`config.mk`:
```
export PLATFORM = sky130hd
export DESIGN_NAME = column_gap_linear_interpolator_core
export DESIGN_NICKNAME = d
export VERILOG_FILES = /design/src/rtl/cgli_pkg.sv /design/src/rtl/cgli_gap_mem.sv /design/src/rtl/cgli_div.sv /design/src/rtl/column_gap_linear_interpolator_core.sv
export SDC_FILE = /design/constraint.sdc
export NUM_CORES = 2
export LEC_CHECK = 0
export BUFFER_PORTS_ARGS = -buffer_cell sky130_fd_sc_hd__buf_2
export CORE_MARGIN = 3
export CORE_UTILIZATION = 57
export CTS_BUF_LIST = sky130_fd_sc_hd__clkbuf_4 sky130_fd_sc_hd__clkbuf_8
export CTS_CLUSTER_DIAMETER = 80
export CTS_CLUSTER_SIZE = 24
export DETAILED_ROUTE_END_ITERATION = 16
export GPL_TIMING_DRIVEN = 0
export PLACE_DENSITY = 0.82
export SYNTH_ARGS = -nofsm -noshare
export SYNTH_HDL_FRONTEND = slang
export SYNTH_SLANG_ARGS = --single-unit
export TNS_END_PERCENT = 20
```
`constraint.sdc`:
```
create_clock -name clk -period 17.9 [get_ports clk]
set_clock_uncertainty 0.2 [all_clocks]
set_input_delay 1.79 -clock clk [delete_from_list [all_inputs] [get_ports clk]]
set_output_delay 1.79 -clock clk [all_outputs]
set_load 0.005 [all_outputs]
```
`src/rtl/cgli_pkg.sv`:
```
// Shared widths, types and constants of the column gap interpolator.
`timescale 1ns / 1ps
package cgli_pkg;

  localparam int VAL_W  = 24;  // Q15.8 pixel value
  localparam int LAT_W  = 28;  // latitude in microdegrees
  localparam int ROW_W  = 13;  // row index on the result channel
  localparam int DV_W   = VAL_W + 1;
  localparam int DL_W   = LAT_W + 1;
  localparam int PROD_W = DV_W + DL_W;
  localparam int MAG_W  = PROD_W - 1;
  localparam int DEN_W  = DL_W;
  localparam int SUM_W  = PROD_W + 2;

  localparam logic signed [VAL_W-1:0] VAL_MAX = 24'sh7FFFFF;
  localparam logic signed [VAL_W-1:0] VAL_MIN = 24'sh800000;

  typedef logic signed [VAL_W-1:0] val_t;
  typedef logic signed [LAT_W-1:0] lat_t;
  typedef logic [ROW_W-1:0]        row_t;

  typedef struct packed {
    row_t row;
    lat_t lat;
  } gap_entry_t;

  typedef struct packed {
    logic             start;
    logic [MAG_W-1:0] num;
    logic [DEN_W-1:0] den;
  } div_req_t;

endpackage

```
`src/rtl/cgli_gap_mem.sv`:
```
// Gap buffer memory: rows and latitudes of held pixels, one write and one read port.
`timescale 1ns / 1ps
module cgli_gap_mem #(
  parameter int DEPTH = 32,
  parameter int AW    = $clog2(DEPTH)
) (
  input  logic                 clk,
  input  logic                 wr_en,
  input  logic [AW-1:0]        wr_addr,
  input  cgli_pkg::gap_entry_t wr_data,
  input  logic                 rd_en,
  input  logic [AW-1:0]        rd_addr,
  output cgli_pkg::gap_entry_t rd_data
);
  import cgli_pkg::*;

  gap_entry_t mem [DEPTH];
  gap_entry_t rd_data_r;

  always_ff @(posedge clk) begin
    if (wr_en) begin
      mem[wr_addr] <= wr_data;
    end
    if (rd_en) begin
      rd_data_r <= mem[rd_addr];
    end
  end

  assign rd_data = rd_data_r;

endmodule

```
`src/rtl/cgli_div.sv`:
```
// Restoring divider, one quotient bit per cycle, unsigned magnitudes.
`timescale 1ns / 1ps
module cgli_div (
  input  logic                          clk,
  input  logic                          rst_n,
  input  cgli_pkg::div_req_t            req,
  output logic                          done,
  output logic [cgli_pkg::MAG_W-1:0]    quot
);
  import cgli_pkg::*;

  localparam int CNT_W = $clog2(MAG_W + 1);

  logic             busy_r;
  logic             done_r;
  logic [CNT_W-1:0] cnt_r;
  logic [MAG_W-1:0] q_r;
  logic [DEN_W-1:0] den_r;
  logic [DEN_W-1:0] rem_r;
  logic [DEN_W:0]   rem_sh;
  logic [DEN_W:0]   rem_sub;
  logic             ge;

  always_comb begin
    rem_sh  = {rem_r, q_r[MAG_W-1]};
    ge      = rem_sh >= {1'b0, den_r};
    rem_sub = rem_sh - {1'b0, den_r};
  end

  always_ff @(posedge clk) begin
    if (!rst_n) begin
      busy_r <= 1'b0;
      done_r <= 1'b0;
      cnt_r  <= '0;
    end else begin
      done_r <= 1'b0;
      if (req.start) begin
        busy_r <= 1'b1;
        cnt_r  <= '0;
        q_r    <= req.num;
        den_r  <= req.den;
        rem_r  <= '0;
      end else if (busy_r) begin
        // The remainder stays below the divisor, so its top bit drops safely.
        rem_r <= ge ? rem_sub[DEN_W-1:0] : rem_sh[DEN_W-1:0];
        q_r   <= {q_r[MAG_W-2:0], ge};
        cnt_r <= cnt_r + 1'b1;
        if (cnt_r == CNT_W'(MAG_W - 1)) begin
          busy_r <= 1'b0;
          done_r <= 1'b1;
        end
      end
    end
  end

  assign done = done_r;
  assign quot = q_r;

endmodule

```
`src/rtl/column_gap_linear_interpolator_core.sv`:
```
// Top level of the column gap interpolator: control sequencer and result register.
//
//  Channel | Direction | Handshake          | Word
//  in_     | input     | in_valid/in_ready  | pixel value, flags, latitude
//  out_    | output    | out_valid/out_ready| row, filled value, flags
//
// A land, valid or overflowing pixel with nothing held runs S_IDLE and S_PIX;
// a missing pixel is written to the gap buffer in S_IDLE. A flushed pixel runs
// S_FRD and S_FOUT; a held pixel filled by interpolation runs S_GRD, S_GMUL,
// S_GDIV, S_GWAIT (on the one-bit-per-cycle divider) and S_GOUT; a copied fill skips S_GDIV and S_GWAIT.
// Reset is synchronous and clears control state; the gap buffer is not cleared.
// The input is taken whenever the sequencer is idle, even with a word waiting
// on the output; a stalled output holds the sequencer at its next result.
`timescale 1ns / 1ps
module column_gap_linear_interpolator_core #(
  parameter int MAX_GAP  = 32,
  parameter int MAX_ROWS = 8192
) (
  input  logic                 clk,
  input  logic                 rst_n,
  input  logic                 in_valid,
  output logic                 in_ready,
  input  cgli_pkg::val_t       in_pixel_value,
  input  logic                 in_value_present,
  input  cgli_pkg::lat_t       in_latitude,
  input  logic                 in_is_land,
  input  logic                 in_column_end,
  output logic                 out_valid,
  input  logic                 out_ready,
  output cgli_pkg::row_t       out_row_index,
  output cgli_pkg::val_t       out_result_value,
  output logic                 out_result_present,
  output logic                 out_gap_overflow,
  output logic                 out_last_of_run
);
  import cgli_pkg::*;

  localparam int IDX_W = $clog2(MAX_GAP);
  localparam int CNT_W = $clog2(MAX_GAP + 1);
  localparam int RC_W  = $clog2(MAX_ROWS);

  typedef enum logic [3:0] {
    S_IDLE, S_PIX, S_GRD, S_GMUL, S_GDIV, S_GWAIT, S_GOUT, S_FRD, S_FOUT
  } state_t;

  state_t           state_r;
  val_t             val_r;
  logic             pres_r;
  lat_t             lat_r;
  logic             land_r;
  logic             cend_r;
  row_t             row_r;
  logic [RC_W-1:0]  rowc_r;
  logic             have_left_r;
  val_t             left_val_r;
  lat_t             left_lat_r;
  logic [CNT_W-1:0] count_r;
  logic [IDX_W-1:0] k_r;
  logic signed [PROD_W-1:0] prod_r;
  logic signed [DEN_W-1:0]  den_r;
  val_t             fill_r;

  logic             out_valid_r;
  row_t             out_row_r;
  val_t             out_val_r;
  logic             out_pres_r;
  logic             out_ovf_r;
  logic             out_last_r;

  logic             accept;
  logic             slot_free;
  logic             k_last;
  logic             pix_last;
  logic [RC_W-1:0]  rowc_nxt;
  row_t             row_lo;
  logic signed [DV_W-1:0]   dv;
  logic signed [DL_W-1:0]   dl;
  logic signed [DEN_W-1:0]  den_w;
  logic signed [PROD_W-1:0] prod;
  logic signed [PROD_W-1:0] prod_neg;
  logic signed [DEN_W-1:0]  den_neg;
  logic signed [SUM_W-1:0]  qs;
  logic signed [SUM_W-1:0]  sum;
  val_t             interp;

  logic             mem_wr_en;
  logic             mem_rd_en;
  gap_entry_t       mem_wr_data;
  gap_entry_t       mem_rd_data;
  div_req_t         div_req;
  logic             div_done;
  logic [MAG_W-1:0] div_quot;

  assign in_ready  = (state_r == S_IDLE);
  assign accept    = in_valid && in_ready;
  assign slot_free = !out_valid_r || out_ready;
  assign row_lo    = ROW_W'(rowc_r);
  assign rowc_nxt  = (rowc_r == RC_W'(MAX_ROWS - 1)) ? '0 : rowc_r + 1'b1;
  assign k_last    = (CNT_W'(k_r) == count_r - CNT_W'(1));
  // A pass-through pixel is last unless a column end still has held pixels to flush.
  assign pix_last  = !cend_r || (count_r == '0) || (!land_r && pres_r);

  always_comb begin
    dv       = DV_W'(val_r) - DV_W'(left_val_r);
    dl       = DL_W'($signed(mem_rd_data.lat)) - DL_W'(left_lat_r);
    den_w    = DEN_W'(lat_r) - DEN_W'(left_lat_r);
    prod     = PROD_W'(dv) * PROD_W'(dl);
    prod_neg = -prod_r;
    den_neg  = -den_r;
    qs       = SUM_W'(div_quot);
    if (prod_r[PROD_W-1] ^ den_r[DEN_W-1]) begin
      qs = -qs;
    end
    sum = SUM_W'(left_val_r) + qs;
    if (sum > SUM_W'(VAL_MAX)) begin
      interp = VAL_MAX;
    end else if (sum < SUM_W'(VAL_MIN)) begin
      interp = VAL_MIN;
    end else begin
      interp = VAL_W'(sum);
    end
  end

  assign div_req.start = (state_r == S_GDIV);
  assign div_req.num   = prod_r[PROD_W-1] ? MAG_W'(prod_neg) : MAG_W'(prod_r);
  assign div_req.den   = den_r[DEN_W-1] ? DEN_W'(den_neg) : DEN_W'(den_r);

  assign mem_wr_en       = accept && !in_is_land && !in_value_present &&
                           (count_r != CNT_W'(MAX_GAP));
  assign mem_wr_data.row = row_lo;
  assign mem_wr_data.lat = in_latitude;
  assign mem_rd_en       = (state_r == S_GRD) || (state_r == S_FRD);

  cgli_gap_mem #(
    .DEPTH (MAX_GAP)
  ) u_mem (
    .clk     (clk),
    .wr_en   (mem_wr_en),
    .wr_addr (count_r[IDX_W-1:0]),
    .wr_data (mem_wr_data),
    .rd_en   (mem_rd_en),
    .rd_addr (k_r),
    .rd_data (mem_rd_data)
  );

  cgli_div u_div (
    .clk   (clk),
    .rst_n (rst_n),
    .req   (div_req),
    .done  (div_done),
    .quot  (div_quot)
  );

  always_ff @(posedge clk) begin
    if (!rst_n) begin
      state_r     <= S_IDLE;
      out_valid_r <= 1'b0;
      rowc_r      <= '0;
      have_left_r <= 1'b0;
      left_val_r  <= '0;
      left_lat_r  <= '0;
      count_r     <= '0;
      k_r         <= '0;
    end else begin
      if (out_valid_r && out_ready) begin
        out_valid_r <= 1'b0;
      end
      unique case (state_r)
        S_IDLE: begin
          if (in_valid) begin
            val_r  <= in_pixel_value;
            pres_r <= in_value_present;
            lat_r  <= in_latitude;
            land_r <= in_is_land;
            cend_r <= in_column_end;
            row_r  <= row_lo;
            rowc_r <= in_column_end ? '0 : rowc_nxt;
            k_r    <= '0;
            if (in_is_land) begin
              state_r <= S_PIX;
            end else if (in_value_present) begin
              state_r <= (count_r != '0) ? S_GRD : S_PIX;
            end else if (count_r != CNT_W'(MAX_GAP)) begin
              count_r <= count_r + 1'b1;
              if (in_column_end) begin
                state_r <= S_FRD;
              end
            end else begin
              state_r <= S_PIX;
            end
          end
        end
        S_PIX: begin
          if (slot_free) begin
            out_valid_r <= 1'b1;
            out_row_r   <= row_r;
            out_val_r   <= (pres_r && (land_r || pres_r)) ? val_r : '0;
            out_pres_r  <= pres_r;
            out_ovf_r   <= !land_r && !pres_r;
            out_last_r  <= pix_last;
            if (!land_r && pres_r) begin
              have_left_r <= 1'b1;
              left_val_r  <= val_r;
              left_lat_r  <= lat_r;
              count_r     <= '0;
            end
            if (pix_last) begin
              state_r <= S_IDLE;
              if (cend_r) begin
                have_left_r <= 1'b0;
                left_val_r  <= '0;
                left_lat_r  <= '0;
                count_r     <= '0;
              end
            end else begin
              state_r <= S_FRD;
            end
          end
        end
        S_GRD: begin
          state_r <= S_GMUL;
        end
        S_GMUL: begin
          if (!have_left_r) begin
            fill_r  <= val_r;
            state_r <= S_GOUT;
          end else if (den_w == '0) begin
            fill_r  <= left_val_r;
            state_r <= S_GOUT;
          end else begin
            prod_r  <= prod;
            den_r   <= den_w;
            state_r <= S_GDIV;
          end
        end
        S_GDIV: begin
          state_r <= S_GWAIT;
        end
        S_GWAIT: begin
          if (div_done) begin
            fill_r  <= interp;
            state_r <= S_GOUT;
          end
        end
        S_GOUT: begin
          if (slot_free) begin
            out_valid_r <= 1'b1;
            out_row_r   <= mem_rd_data.row;
            out_val_r   <= fill_r;
            out_pres_r  <= 1'b1;
            out_ovf_r   <= 1'b0;
            out_last_r  <= 1'b0;
            if (k_last) begin
              state_r <= S_PIX;
            end else begin
              k_r     <= k_r + 1'b1;
              state_r <= S_GRD;
            end
          end
        end
        S_FRD: begin
          state_r <= S_FOUT;
        end
        S_FOUT: begin
          if (slot_free) begin
            out_valid_r <= 1'b1;
            out_row_r   <= mem_rd_data.row;
            out_val_r   <= have_left_r ? left_val_r : '0;
            out_pres_r  <= have_left_r;
            out_ovf_r   <= 1'b0;
            out_last_r  <= k_last;
            if (k_last) begin
              state_r     <= S_IDLE;
              have_left_r <= 1'b0;
              left_val_r  <= '0;
              left_lat_r  <= '0;
              count_r     <= '0;
            end else begin
              k_r     <= k_r + 1'b1;
              state_r <= S_FRD;
            end
          end
        end
      endcase
    end
  end

  assign out_valid          = out_valid_r;
  assign out_row_index      = out_row_r;
  assign out_result_value   = out_val_r;
  assign out_result_present = out_pres_r;
  assign out_gap_overflow   = out_ovf_r;
  assign out_last_of_run    = out_last_r;

endmodule

```
==> results <==
- The flow ran to the end, but the final reports show violations.
- The final reports fail on max-capacitance violations, max-slew violations.
- The post-synthesis share of cell area spent on and, or, nand and nor gates is 0.0793.
- The register bit count reported by yosys is 1769.
- The area used by sequential logic in the layout is 52200 um2.
- The critical path is of the reg -> reg type.
- The share of the Yosys chip area taken by registers is 0.504.
- By count the netlist is led by 1679 x edfxtp_1, 875 x inv_1, 755 x fa_1, 722 x nand2_1, 491 x nor2_1.
- The clock-pin slew reported for the worst setup and hold paths after clock tree synthesis is 0.14 ns.
- For the pin with the worst max-slew slack, the measured transition is 1.55 ns.
- The cell row count is 155.
- The total count of hold-check failures in the final report was 0.
- In this run the cell area of the synthesized design comes to 104000 um2.
- The yosys synthesis warning count is 0.
- The DRC marker count from the first detailed-route iteration is 8803.
- The first global-routing pass estimated 443000 um of wire.
- In this design, the critical path's most frequently occurring cell is fa_1.
- The signed area change from the synthesized netlist to the final layout is 7.12%.
- The final HPWL from detailed placement is 233000 um.
- By area the synthesized netlist is led by edfxtp_1 49%, fa_1 15%, mux4_2 8.9%.
- The async set-reset flop share out of synthesis is 0.
- The via count of the first global-routing pass is 68000.
- The data arrival at the endpoint of the critical path is 14.10 ns.
- The count of input and output buffers is 99.
- In this run the worst hold path is classified as reg -> reg.
- In this run the number of H-tree levels came out at 3.
- Before antenna repair, the detailed router went through 6 iterations.
- The pin count of the biggest net entering global routing is 39.
- The final route contains 66700 vias.
- In this run the deepest clock path goes through 3 buffers.
- The adder and majority gate portion of the synthesized area is 0.185.
- After synthesis, the share of cell area in mux cells is 0.0991.
- The biggest fanout along the worst timing path is 10.
- The number of nets in the synthesized netlist is 8757.
- Dividing the detail-routed via count by the number of cells gives 6.47.
- Across the run, the number of max-cap violations was 6.
- By area, the combinational part of the netlist is dominated by adder cells.
- The total overflow left after global routing is 0.
- After clock tree synthesis, the setup repair step added 0 buffers.
- The share of the synthesized area in compound gates (AO/OA/AOI/OAI) is 0.0573.
- After synthesis, the netlist uses 87 different library cells.
- In the final layout, the share of cells above drive strength 1 is 0.112.
- Static timing analysis puts the maximum clock frequency at 0.0731 GHz.
- Averaged over all synthesized cells, the footprint is 13.6 um2.
- The clock insertion delay at the later pin of the skew report is 0.92 ns.
- For this run, design rule violations remaining after detail routing come to 0.
- At the end of routability-driven placement, the weighted congestion stood at 1.04.
- The CTS tree is built.
- The total global routing track utilization is 0.325.
- The routed length per placed instance is 29.6 um.
- Wires add up to 305000 um.
- The antenna violation net count after detailed routing is 0.
- The number of pins exceeding their max-slew limit in the final report came to 46.
- The max-slew headroom at the worst pin is -0.0398.
- After filler insertion, the fill cell instance count of the layout stands at 12900.
- TritonCTS created 89 clock buffers.
- The biggest cell delay along the critical path is 0.87 ns.
- Of the total synthesized cell area, the portion taken by XOR and XNOR cells is 0.0313.
- For the finished layout, the period the worst path requires is 13.68 ns.
- The area fraction of the dominant cell type after synthesis is 0.487.
- The total negative slack is 0 ns.
- The most repeated cell in the gate-level netlist after synthesis is edfxtp_1.
- In the synthesized netlist the dominant register cell turns out to be edfxtp_1.
- In this run the standard cell core region covers 180000 um2.
- After the last flow step, the layout net total stands at 9030.
- The type of element capturing the critical path is a flop.
- The count of final setup violators is 0.
- The nature of the critical path startpoint is a flop.
- The die covers 187000 um2.
- In this run the clock root is driven by a clkbuf_8.
- Hold repair after CTS inserted 0 buffers.
- The chip height is 432 um.
- The top-level port count is 101.
- The required time of the worst setup path is 18.33 ns.
- The part of the cycle the worst path needs is 0.764.
- After technology mapping, the gate count stands at 7619.
- The number of enable-type register cells in the synthesized netlist is 1679.
- After clock tree synthesis, the repair step resized 0 gates.
- The library cell contributing the largest single delay on the critical path is clkbuf_1.
- The initial antenna violation count is 16.
- The horizontal die dimension is 432 um.
- The cell type with the largest total area after synthesis is edfxtp_1.
- The initial utilization of the core area, before any placement, comes to 0.576.
- The multi-input combinational cells in the finished layout cover a total of 47300 um2.
- Setup repair after global routing left no endpoint under its margin.
- The clock net in this run drives a total of 1769 sinks.
[cells by family after synthesis]
family                     Yosys count
DFF                               1769
buffers and inverters             1195
muxes                              507
xor gates and xnor gates           370
adders and majority gates         1079
and+or+nand+nor                   1791
AOI/OAI and AO/OA                  908
[placed cells by master (no fill, tap or decap), drive strengths merged, types with 222 or more instances in the layout]
master / netlist / routed
mux4: 410 / 410
nand2: 722 / 722
nor2: 492 / 492
buf: 41 / 222
edfxtp: 1679 / 1679
inv: 875 / 883
clkbuf: 279 / 403
ha: 324 / 324
fa: 755 / 755
o21ai: 223 / 223
[worst max-delay path: cells and delay by family (launching register included)]
kind | cells | cell delay (ns)
XOR/XNOR | 2 | 0.87
flip-flops | 1 | 0.63
AND/OR/NAND/NOR | 3 | 0.39
AO/OA/AOI/OAI | 19 | 4.84
buffers and inverters | 6 | 1.85
adder cells (fa/ha/maj) | 10 | 4.66
[metrics by stage]
stage / hold WS [ns] / instances / setup slack [ns] / utilization / instance area (um2)
after floorplan: 0.250 / 7619 / 5.51 / - / 104000
after global placement: 0.284 / 10100 / 1.37 / 0.596 / 107000
after detailed placement: 0.282 / 10200 / 4.46 / 0.607 / 109000
after CTS: 0.314 / 10300 / 4.46 / 0.617 / 111000
after global routing: 0.324 / 10300 / 3.72 / 0.618 / 111000
final: 0.323 / 10300 / 4.22 / 0.618 / 111000
[final timing paths]
kind,startpoint,to,slack [ns],cells after the start
setup / recovery,val_r[0],prod_r[47],4.22,40
hold / removal,den_r[0],u_div.den_r[0],0.32,0
setup reg to reg,val_r[0],prod_r[47],4.22,40
hold reg to reg,den_r[0],u_div.den_r[0],0.32,0
[layer usage]
metal | up-vias | global-route usage | wire (um)
met5 | - | 0 | 84
met4 | 14 | 0.197 | 22600
met3 | 1047 | 0.0679 | 31100
met2 | 4495 | 0.527 | 146000
met1 | 33600 | 0.404 | 105000
li1 | 27500 | - | -
[flip-flops by register name, summed over array words and instances (netlist names), 4 cells and up]
signal / cells
u_div.cnt_r: 6
u_mem.mem: 1312
left_lat_r: 28
state_r: 4
u_mem.rd_data: 41
u_div.den_r: 29
den_r: 29
out_result_value: 24
k_r: 5
prod_r: 54
row_r: 13
u_div.rem_r: 29
out_row_index: 13
left_val_r: 24
count_r: 6
row_lo: 13
val_r: 24
u_div.quot: 53
lat_r: 28
fill_r: 24
[layout make-up]
type,count,share of cell area
Multi-Input combinational cell,4655,0.426
Buffer,320,0.0109
Clock inverter,19,0.00247
Tap cell,2355,0.0266
Antenna cell,7,0.000158
Clock buffer,123,0.0135
Inverter,875,0.0296
Timing Repair Buffer,182,0.0197
Sequential cell,1769,0.471
Power is not shown: default switching activity piles up to over one toggle a cycle in this logic, so the estimate is an artifact.
